[config.mk]
export PLATFORM = sky130hd
export DESIGN_NAME = uft_ram
export DESIGN_NICKNAME = d
export VERILOG_FILES = /design/src/rtl/uft_ram.sv
export SDC_FILE = /design/constraint.sdc
export NUM_CORES = 1
export LEC_CHECK = 0
export BUFFER_PORTS_ARGS = -buffer_cell sky130_fd_sc_hd__buf_2
export CORE_ASPECT_RATIO = 1.1
export CORE_MARGIN = 2
export CORE_UTILIZATION = 40
export CTS_CLUSTER_DIAMETER = 60
export DETAILED_ROUTE_END_ITERATION = 16
export MAX_ROUTING_LAYER = met4
export PLACE_DENSITY_LB_ADDON = 0.25
export SLEW_MARGIN = 0
export SYNTH_ARGS = -nofsm -noshare
export SYNTH_HDL_FRONTEND = slang
export SYNTH_SLANG_ARGS = --single-unit
[constraint.sdc]
create_clock -name clk_i -period 2.15 [get_ports clk_i]
set_input_delay 0.215 -clock clk_i [delete_from_list [all_inputs] [get_ports clk_i]]
set_output_delay 0.215 -clock clk_i [all_outputs]
set_load 0.005 [all_outputs]
[src/rtl/uft_ram.sv]
module uft_ram #(
  parameter int unsigned WIDTH = 8,
  parameter int unsigned DEPTH = 16
) (
  input  logic                     clk_i,
  input  logic                     we_i,
  input  logic [$clog2(DEPTH)-1:0] waddr_i,
  input  logic [WIDTH-1:0]         wdata_i,
  input  logic [$clog2(DEPTH)-1:0] raddr_i,
  output logic [WIDTH-1:0]         rdata_o
);

  logic [WIDTH-1:0] mem_q [DEPTH];
  logic [WIDTH-1:0] rdata_q;

  always_ff @(posedge clk_i) begin
    if (we_i) begin
      mem_q[waddr_i] <= wdata_i;
    end
    rdata_q <= mem_q[raddr_i];
  end

  assign rdata_o = rdata_q;

endmodule

==> results.yml <==
global_route:
  use_met2: 0.245
  grt_use_total: 0.162
  overflow: 0
  grtUsageMet3: 0.0446
  grt_start_max_net_pins: 33
  use_met1: 0.211
  grt_pass1_wl_mm: 15.2
  busiest_layer: "met2"
  antenna_found_initial: 0
  grt_pass1_vias: 2618
logic_synthesis:
  synth-seq-cells: 136
  synth_warnings: 0
  synth_top_cell_area_share: 0.747
  synth.net_count: 247
  synthTopCellsByArea: "edfxtp_1, mux4_2, mux4_1, dfxtp_1, a22oi_1"
  syn_inst: 229
  synth_cell_types: 19
  syn-mean-instance-area_sq_um: 22.5
  synth.yosys.seq_area_share: 0.778
  yosys.area.top_type: "edfxtp_1"
  synth_area_sq_um: 5150
cts:
  clkSlewWorstSetupHoldPaths_ns: 0.06
  ctsRootBufferMaster: "clkbuf_16"
  clk_latency_ns: 0.41
  htreeDepth: 4
  cts_max_path_buffers: 2
  post-cts-setup-buffers: 0
  numCtsBuffers: 17
  hold_buffers: 0
  cts.sinks: 136
  cts_tree: "yes"
  cts_resized: 0
power:
  powerDensity_nw_per_um2: 1010
  leakagePower_nw: 2.11
  total_power_w: 0.00626
  irDropWorstVdd_mv: 0.478
final_layout:
  diodes: 0
  final-instance-count-excl-fill: 455
  fin_nets: 303
  final_cell_mix: "edfxtp_1, buf_2, buf_4, mux4_2, clkbuf_16"
  synthToLayoutAreaGrowth_pct: 20.1
  drive_gt1_frac: 0.322
  final_util: 0.491
  final_common_cell: "edfxtp_1"
worst_setup_path:
  end_kind: "flop"
  cp.arrival_ns: 1.68
  critical_path_peak_fanout: 1
  startpoint_type: "flop"
  worstPathRequired_ns: 2.44
  setup.worst_path.class: "reg -> reg"
routing:
  totalWireLength_mm: 9.78
  ant_nets: 0
  wl_per_cell_microns: 21.5
  vias: 2410
  vias_per_cell: 5.30
  drt_pass1_iterations: 4
  drt_iter0_markers: 197
  drc: 0
timing:
  worstMarginPinSlew_ns: 0.605
  skew_ns: 0.00403
  relSlewSlack: 0.595
  setup_violations: 0
  rsz0062_at_grt: "false"
  min_period_ns: 1.39
  report.final.slew_viol_count: 0
  fmax_mhz: 720
  fin_crit_sh: 0.646
  tns_ns: 0
  finalHoldViolations: 0
place:
  portBuffers: 25
  gp_congestion: 0.847
  dp.cells: 423
  dp.final_hpwl_mm: 6.37
worst_hold_path:
  worstHoldPathType: "in -> reg"
floorplanning:
  rows: 43
  fp.dieH_microns: 123
  start_util: 0.409
  die_area_sq_um: 13800
  pin_count: 26
  core_sq_um: 12600
  die_w_microns: 112
run_status:
  status: "completed"
flow_run:
  max-cap-violations: 0
-- sequential cells by signal, indices dropped and copies added (netlist names) --
register / count
mem_q: 128
rdata_o: 8
-- cells in the mapped netlist --
cell             number
buf_6                 3
buf_2                 3
edfxtp_1            128
nand3b_1              2
dfxtp_1               8
a22oi_1              16
and2b_1               1
nand2b_1              2
nand2_1               9
nor2b_1               1
nand3_1               1
nor3_1                4
or3b_2                1
mux4_2               18
clkdlybuf4s25_2       3
and2_1                1
mux4_1               14
buf_4                 1
nor2_1               13
-- cells by family (layout without fill, tap and decap cells) --
| group | after synthesis | in the layout | synth area share |
|---|---|---|---|
| AO/OA/AOI/OAI | 16 | 16 | 0.0233 |
| buffers and inverters | 10 | 79 | 0.0168 |
| flip-flops | 136 | 136 | 0.778 |
| multiplexers | 32 | 32 | 0.150 |
| AND/OR/NAND/NOR | 35 | 35 | 0.0318 |
-- report_power, final --
| group | leakage, nW | internal [W] | switching (W) |
|---|---|---|---|
| Sequential | 1.22 | 0.00296 | 0.0000176 |
| Combinational | 0.591 | 0.000119 | 0.000153 |
| Clock | 0.292 | 0.00196 | 0.00105 |
| Total | 2.11 | 0.00504 | 0.00122 |
-- layout make-up --
| cell class | instances | area [sq um] |
|---|---|---|
| Fill cell | 1047 | 6410 |
| Sequential cell | 136 | 4000 |
| Multi-Input combinational cell | 83 | 1060 |
| Clock buffer | 19 | 443 |
| Timing Repair Buffer | 47 | 303 |
| Tap cell | 157 | 196 |
| Clock inverter | 13 | 178 |
-- stage by stage --
| step | hold WS [ns] | area [sq um] | setup WS (ns) |
|---|---|---|---|
| 2_1_floorplan | 0.314 | 5150 | 0.442 |
| 3_3_place_gp | 0.599 | 5560 | 0.440 |
| 3_5_place_dp | 0.611 | 5560 | 0.438 |
| 4_1_cts | 0.171 | 6180 | 0.770 |
| 5_1_grt | 0.191 | 6180 | 0.682 |
| 6_report | 0.182 | 6180 | 0.761 |
-- worst max-delay path: stages, from the launching register on --
cell	delay [ns]
edfxtp_1	0.36
mux4_1	0.50
a22oi_1	0.31
nand2_1	0.11
-- metal layers --
layer / wire length, microns / up-vias / part of all wire
met1: 4440 / 1240 / 0.45
met3: 502 / 13 / 0.051
met5: 0 / - / 0
met4: 155 / 0 / 0.016
met2: 4690 / 73 / 0.48
li1: - / 1084 / -
-- path summary, 6_finish.rpt --
kind	slack, ns	start	to	cells past startpoint
max	0.76	mem_q[0][2]	rdata_o[2]	3
min	0.18	wdata_i[6]	mem_q[3][6]	1
max reg2reg	0.76	mem_q[0][2]	rdata_o[2]	3
min reg2reg	0.67	mem_q[14][1]	rdata_o[1]	3
Note: power is estimated with default switching activity, not from simulation.
